<file path="config.mk">
export PLATFORM = sky130hd
export DESIGN_NAME = bmg_sqrt
export DESIGN_NICKNAME = d
export VERILOG_FILES = /design/src/sv/box_muller_gaussian_pair_top_assert.svh /design/src/sv/bmg_pkg.sv /design/src/sv/bmg_sqrt.sv
export SDC_FILE = /design/constraint.sdc
export NUM_CORES = 2
export LEC_CHECK = 0
export BUFFER_PORTS_ARGS = -buffer_cell sky130_fd_sc_hd__buf_2
export CORE_MARGIN = 1
export CORE_UTILIZATION = 50
export DETAILED_ROUTE_END_ITERATION = 10
export GPL_TIMING_DRIVEN = 0
export HOLD_SLACK_MARGIN = 0.1
export PLACE_DENSITY = 0.68
export SYNTH_ARGS = -nofsm -noshare
export SYNTH_HDL_FRONTEND = slang
export SYNTH_SLANG_ARGS = --single-unit
</file>
<file path="constraint.sdc">
create_clock -name clk -period 3.5 [get_ports clk]
set_input_delay 0.525 -clock clk [delete_from_list [all_inputs] [get_ports clk]]
set_output_delay 0.525 -clock clk [all_outputs]
set_load 0.05 [all_outputs]
</file>
<file path="src/sv/box_muller_gaussian_pair_top_assert.svh">
// Assertion macros shared by the Gaussian pair pipeline.
`ifndef BOX_MULLER_GAUSSIAN_PAIR_TOP_ASSERT_SVH
`define BOX_MULLER_GAUSSIAN_PAIR_TOP_ASSERT_SVH

// Same-cycle implication, clocked on clk, off while arst_n is low.
`define BMG_ASSERT_NOW(lbl, ante, cons, msg) \
	lbl: assert property (@(posedge clk) disable iff (!arst_n) (ante) |-> (cons)) \
		else $error(msg);

// Next-cycle implication.
`define BMG_ASSERT_NEXT(lbl, ante, cons, msg) \
	lbl: assert property (@(posedge clk) disable iff (!arst_n) (ante) |=> (cons)) \
		else $error(msg);

`endif

</file>
<file path="src/sv/bmg_pkg.sv">
package bmg_pkg;

	localparam int IN_BITS_DEF       = 32;
	localparam int OUT_FRAC_BITS_DEF = 12;
	localparam int VW_DEF            = $clog2(IN_BITS_DEF + 1) + 31;

	localparam int TW = 31;
	localparam logic [TW-1:0] Q30_ONE = TW'(64'd1 << 30);

	// 2 ln 2 in Q26
	localparam logic [26:0] TWO_LN2_Q26 = 27'd93032640;
	// 2 pi in Q30 minus 2^32
	localparam logic [31:0] TWO_PI_LO = 32'd2451551556;

	localparam int HSTEPS = 5;
	localparam int unsigned COS_DIV [HSTEPS] = '{90, 56, 30, 12, 2};
	// last sine step is the final multiply by x, divisor unused
	localparam int unsigned SIN_DIV [HSTEPS] = '{72, 42, 20, 6, 1};
	localparam logic [31:0] COS_RCP [HSTEPS] = '{
		32'((64'd1 << 32) / 90), 32'((64'd1 << 32) / 56), 32'((64'd1 << 32) / 30),
		32'((64'd1 << 32) / 12), 32'((64'd1 << 32) / 2)};
	localparam logic [31:0] SIN_RCP [HSTEPS] = '{
		32'((64'd1 << 32) / 72), 32'((64'd1 << 32) / 42), 32'((64'd1 << 32) / 20),
		32'((64'd1 << 32) / 6), 32'hFFFF_FFFF};

	typedef struct packed {
		logic [TW-1:0] m1;
		logic [TW-1:0] m2;
		logic          neg1;
	} trig_res_t;

endpackage

</file>
<file path="src/sv/bmg_sqrt.sv">
module bmg_sqrt #(
	parameter int VW = bmg_pkg::VW_DEF,
	parameter int SBW = 1,
	localparam int RW = (VW + 17) / 2
) (
	input  logic           clk,
	input  logic           arst_n,
	input  logic           en,
	input  logic           in_valid,
	input  logic [VW-1:0]  v,
	input  logic [SBW-1:0] sb_in,
	output logic           out_valid,
	output logic [RW-1:0]  r,
	output logic [SBW-1:0] sb_out
);
	import bmg_pkg::*;

	localparam int NW = 2 * RW;

	logic [RW:0]    vld_s;
	logic [NW-1:0]  n_s    [0:RW];
	logic [RW+1:0]  rem_s  [0:RW];
	logic [RW-1:0]  root_s [0:RW];
	logic [SBW-1:0] sb_s   [0:RW];
	logic [RW+1:0]  rem_n  [0:RW-1];
	logic [RW-1:0]  root_n [0:RW-1];

	// restoring square root, one result bit per stage
	always_comb begin
		logic [RW+3:0] cur, dsub;
		logic          ge;
		for (int i = 0; i < RW; i++) begin
			cur       = {rem_s[i], n_s[i][NW-1 -: 2]};
			dsub      = (RW+4)'({root_s[i], 2'b01});
			ge        = cur >= dsub;
			rem_n[i]  = ge ? (RW+2)'(cur - dsub) : (RW+2)'(cur);
			root_n[i] = {root_s[i][RW-2:0], ge};
		end
	end

	always_ff @(posedge clk or negedge arst_n) begin
		if (!arst_n) begin
			vld_s <= '0;
		end else if (en) begin
			vld_s <= {vld_s[RW-1:0], in_valid};
		end
	end

	always_ff @(posedge clk) begin
		if (en) begin
			n_s[0]    <= NW'({v, 16'd0});
			rem_s[0]  <= '0;
			root_s[0] <= '0;
			sb_s[0]   <= sb_in;
			for (int i = 0; i < RW; i++) begin
				n_s[i+1]    <= n_s[i] << 2;
				rem_s[i+1]  <= rem_n[i];
				root_s[i+1] <= root_n[i];
				sb_s[i+1]   <= sb_s[i];
			end
		end
	end

	assign out_valid = vld_s[RW];
	assign r         = root_s[RW];
	assign sb_out    = sb_s[RW];

endmodule

</file>
# ---- Word level (Yosys, flattened, before mapping)
# Memory sizes are Yosys's and may differ from the RTL's.
# Index checks and enable logic that the tools add are counted.
dict set report word_totals {
  ff_bits 28
  elab_cells 88
  output_inout_bits 29
  memories 4
  mem_bits_rw 3052
  inputBits 42
}
# name depth width rd rd_ports_with_merged_regs wr line_no
set mem_list {}
lappend mem_list {n_s 28 52 27 0 28 bmg_sqrt.sv:21} ;# logic [NW-1:0] n_s [0:RW];
lappend mem_list {rem_s 28 29 27 0 28 bmg_sqrt.sv:22} ;# logic [RW+1:0] rem_s [0:RW];
lappend mem_list {root_s 28 27 28 0 28 bmg_sqrt.sv:23} ;# logic [RW-1:0] root_s [0:RW];
lappend mem_list {sb_s 28 1 28 0 28 bmg_sqrt.sv:24} ;# logic [SBW-1:0] sb_s [0:RW];
dict set report classes {
  addsub 27
  order_cmp 27
  n_mux 29
}
# cell n
set ops {}
lappend ops {{$ge 31x29->1} 27}
lappend ops {{$mux 29} 27}
lappend ops {{$sub 29x29->29} 27}
lappend ops {{$mux 1} 2}

# ---- Logic depth before layout (Yosys ltp)
# An unclocked memory read counts as a cell.
dict set report depth {
  word_depth 3
  mapped_depth 14
  mapped_depth_nobuf 13
}

# ---- Worst setup path before layout
# No wires, ideal clock.
dict set report synth_path {
  path_kind {register to register}
  from {mem rem_s[0][134] in the netlist's numbering}
  to {mem rem_s[0][167] in the netlist's numbering (data pin)}
  setup_time_ps 271
  period_less_slack_ps 3252
  arrival_ps 2980
  stages_incl_launch_ff 10
  n_path_buf 0
  slack_ps 248
  cell_sequence {edfxtp_1 or4_4 or4_4 or4_1 or3_1 nand3b_4 nor3b_4 or3b_1 nor4_1 xor2_1}
}
# item line_no
set synth_rtl {}
lappend synth_rtl {{start, declared} bmg_sqrt.sv:22}

==> impl_metrics.env <==
export IMPL_status="finished clean"
export IMPL_grt_max_degree=192
export IMPL_p_int_uw=36780
export IMPL_synth_seq_area_share_pct=61.40
export IMPL_wl_um=143200
export IMPL_clk_pin_slew_ns=0.06
export IMPL_crit_buf_inv=2
export IMPL_root_buffer="clkbuf_16"
export IMPL_ant_nets=0
export IMPL_vias=45660
export IMPL_drt_met1_wl_um=66770
export IMPL_drtIter0Drc=3129
export IMPL_cp_arrival_ns=3.93
export IMPL_top_layer="met4"
export IMPL_gp_congestion=0.9092
export IMPL_worstSetupPathType="reg -> reg"
export IMPL_vdd_drop_max_v=0.0004885
export IMPL_cts_max_path_buffers=3
export IMPL_via_per_inst=5.514
export IMPL_synth_nets=6368
export IMPL_wl_met2_um=67040
export IMPL_synth_common_cells="edfxtp_1 (1,485), inv_1 (484), nand2_1 (422), ha_1 (389), nor2_1 (376)"
export IMPL_hp_class="in -> reg"
export IMPL_worstMarginPinSlew_ns=1.059
export IMPL_whs_ns=0.1936
export IMPL_nets=6670
export IMPL_pwr_share_comb_pct=19.5
export IMPL_drv_cap=0
export IMPL_row_count=140
export IMPL_slew_headroom_pct=29.42
export IMPL_clock_fmax_ghz=0.2931
export IMPL_multi_input_area_mm2=0.02688
export IMPL_io_pins=71
export IMPL_wl_per_cell_um=17.30
export IMPL_worstPathRequired_ns=4.02
export IMPL_port_buffers=70
export IMPL_cts_made_buffers=164
export IMPL_slew_violations=0
export IMPL_dp_hpwl_um=101000
export IMPL_clock_latency_ns=0.79
export IMPL_p_per_area_mw_per_mm2=611.4
export IMPL_cp_max_fo=6
export IMPL_seq_area_mm2=0.04529
export IMPL_yosysUniqueCellTypes=82
export IMPL_pwr_share_seq_pct=47.9
export IMPL_synthFlopType="edfxtp_1"
export IMPL_cpMostUsedCell="a21o_1"
export IMPL_critical_path_top_delay_family="compound AO/OA/AOI/OAI gates"
export IMPL_area_delta_synth_final_pct=12.98
export IMPL_cts_sinks=1513
export IMPL_synth_most_common_cell="edfxtp_1"
export IMPL_setup_violations=0
export IMPL_grt_pass1_vias=44580
export IMPL_period_share_pct=97.48
export IMPL_routed_wl_met3_um=6284
export IMPL_route_detailed_drc=0
export IMPL_p_switching_uw=14170
export IMPL_grt_usage_pct=19.04
export IMPL_drive_gt1_share_pct=9.541
export IMPL_dieArea_mm2=0.1491
export IMPL_core_area_mm2=0.1461
export IMPL_antenna_found_initial=1
export IMPL_synth_edf_count=1485
export IMPL_fin_tns_setup_ns=0
export IMPL_cp_end_kind="flip-flop"
export IMPL_synthTopCellsByArea="edfxtp_1 (60%), ha_1 (6.6%), xnor2_1 (3.5%)"
export IMPL_path_cells="ha_1, a21o_1, a21o_1, a221o_1, a311oi_2, a21oi_2, nor4_4, buf_4, inv_2, nand3_1, nor4_1, xor2_1"
export IMPL_slowest_delay_ns=0.44
export IMPL_avgSynthCellArea_um2=12.44
export IMPL_p_sw_share_pct=27.81
export IMPL_total_power_uw=50950
export IMPL_cts_tree="yes"
export IMPL_finalCriticalPeriod_ns=3.412
export IMPL_ys_ff_latch=1513
export IMPL_die_w_um=386.1
export IMPL_yosysTopAreaCell="edfxtp_1"
export IMPL_final_hold_viol_count=0
export IMPL_leakage_uw=0.03205
export IMPL_drt_first_pass_iters=7
export IMPL_nFillCells=11880
export IMPL_start_util_pct=50.49
export IMPL_synth_top_area_share_pct=60.45
export IMPL_synthCells=5930
export IMPL_startpoint_type="flip-flop"
export IMPL_async_flop_share_pct=1.851
export IMPL_grt_pass1_wl_um=228700
export IMPL_clkPwrFrac_pct=32.5
export IMPL_reg2reg_setup_slack_ns=0.09
export IMPL_grt_remaining_overflow=0
export IMPL_synth_warnings=0
export IMPL_critical_path_slowest_cell="a311oi_2"
export IMPL_finClkSkew_ns=0.02694
export IMPL_die_y_um=386.1
export IMPL_synth_area_mm2=0.07377
export IMPL_h_tree_depth=4
-- layer usage --
layer | vias up | track usage (%)
li1 | 22490 | -
met5 | - | 0
met1 | 22010 | 26.66
met4 | 0 | 5.402
met2 | 931 | 30.76
met3 | 230 | 3.023
-- layout by cell type, fill, tap and decap left out, types with 39 or more instances in the layout --
| master | netlist | final |
|---|---|---|
| o21ai_0 | 310 | 302 |
| o31ai_1 | 42 | 39 |
| nor4_1 | 106 | 92 |
| nor3_1 | 133 | 124 |
| mux2_2 | 82 | 82 |
| edfxtp_1 | 1485 | 1485 |
| xor2_1 | 271 | 271 |
| nand2_1 | 422 | 422 |
| nor2_1 | 376 | 374 |
| or3_1 | 64 | 62 |
| nand2b_1 | 82 | 82 |
| xnor2_1 | 294 | 294 |
| nor2b_1 | 46 | 46 |
| buf_2 | 3 | 79 |
| clkbuf_1 | 101 | 99 |
| ha_1 | 389 | 388 |
| inv_1 | 484 | 483 |
| nand4_1 | 55 | 55 |
| a21oi_1 | 353 | 338 |
| o21a_1 | 73 | 73 |
| clkbuf_16 | 0 | 167 |
| dlygate4sd3_1 | 0 | 40 |
| a21o_1 | 133 | 133 |
| nand3_1 | 90 | 89 |
-- power groups by stage --
stage               clock network, uW  registers, uW  logic (uW)
CTS                             17100          24400        9710
floorplan                           0          24200        7230
global route                    17800          24700       11100
detailed placement                  0          24800        9490
global placement                    0          25600        9270
finish                          16600          24400        9960
-- per-stage QoR --
stage | util, % | area [um^2] | worst slack (ns) | cells
3_3_place_gp | 52.38 | 76510 | -21.01 | 7917
2_1_floorplan | - | 73770 | 0.2483 | 5930
5_1_grt | 57.05 | 83340 | -0.02311 | 8279
3_5_place_dp | 52.54 | 76750 | -1.066 | 7925
6_report | 57.05 | 83340 | 0.08805 | 8280
4_1_cts | 56.67 | 82780 | 0.003575 | 8270
-- path summary, 6_finish.rpt --
path,start,endpoint,cells after the start
setup reg to reg,rem_s[0][321],rem_s[0][376],12
hold reg to reg,n_s[6][32],n_s[7][34],0
max in group asynchronous,arst_n,vld_s[13],2
min in group asynchronous,arst_n,vld_s[26],2
hold / removal,en,n_s[0][17],1
setup / recovery,rem_s[0][321],rem_s[0][376],12
-- sequential cells by signal (all words and copies together) (netlist names) --
register and count:
root_s 378, n_s 379, vld_s 28, rem_s 700
sb_s 28
-- kinds of logic after synthesis --
logic type | after synthesis | synth area share (%)
AND/OR/NAND/NOR | 1571 | 10.56
flip-flops | 1513 | 61.40
AO/OA/AOI/OAI | 1190 | 10.07
buffers and inverters | 602 | 3.070
XOR/XNOR | 565 | 6.708
adder cells (fa/ha/maj) | 396 | 6.788
multiplexers | 92 | 1.394
other | 1 | 0.005084
-- what timing repair did --
action	in CTS	in global routing
pin swaps	5	18
endpoints found under the hold margin	67	0
cloned	1	2
endpoints found under the setup margin	767	766
buffers inserted	9	13
hold buffers	40	0
gates resized for setup	88	138
-- area by class of cell --
cell class | count | area share (%)
flip-flops and latches | 1513 | 54.35
multi-input cells | 3815 | 32.25
clock buffers | 211 | 5.223
well taps | 1917 | 2.878
inverters | 486 | 2.193
repair buffers | 143 | 1.464
clock inverters | 85 | 1.013
plain buffers | 109 | 0.6275
diodes | 1 | 0.003003
No activity file was read; power rests on OpenSTA's default activity.
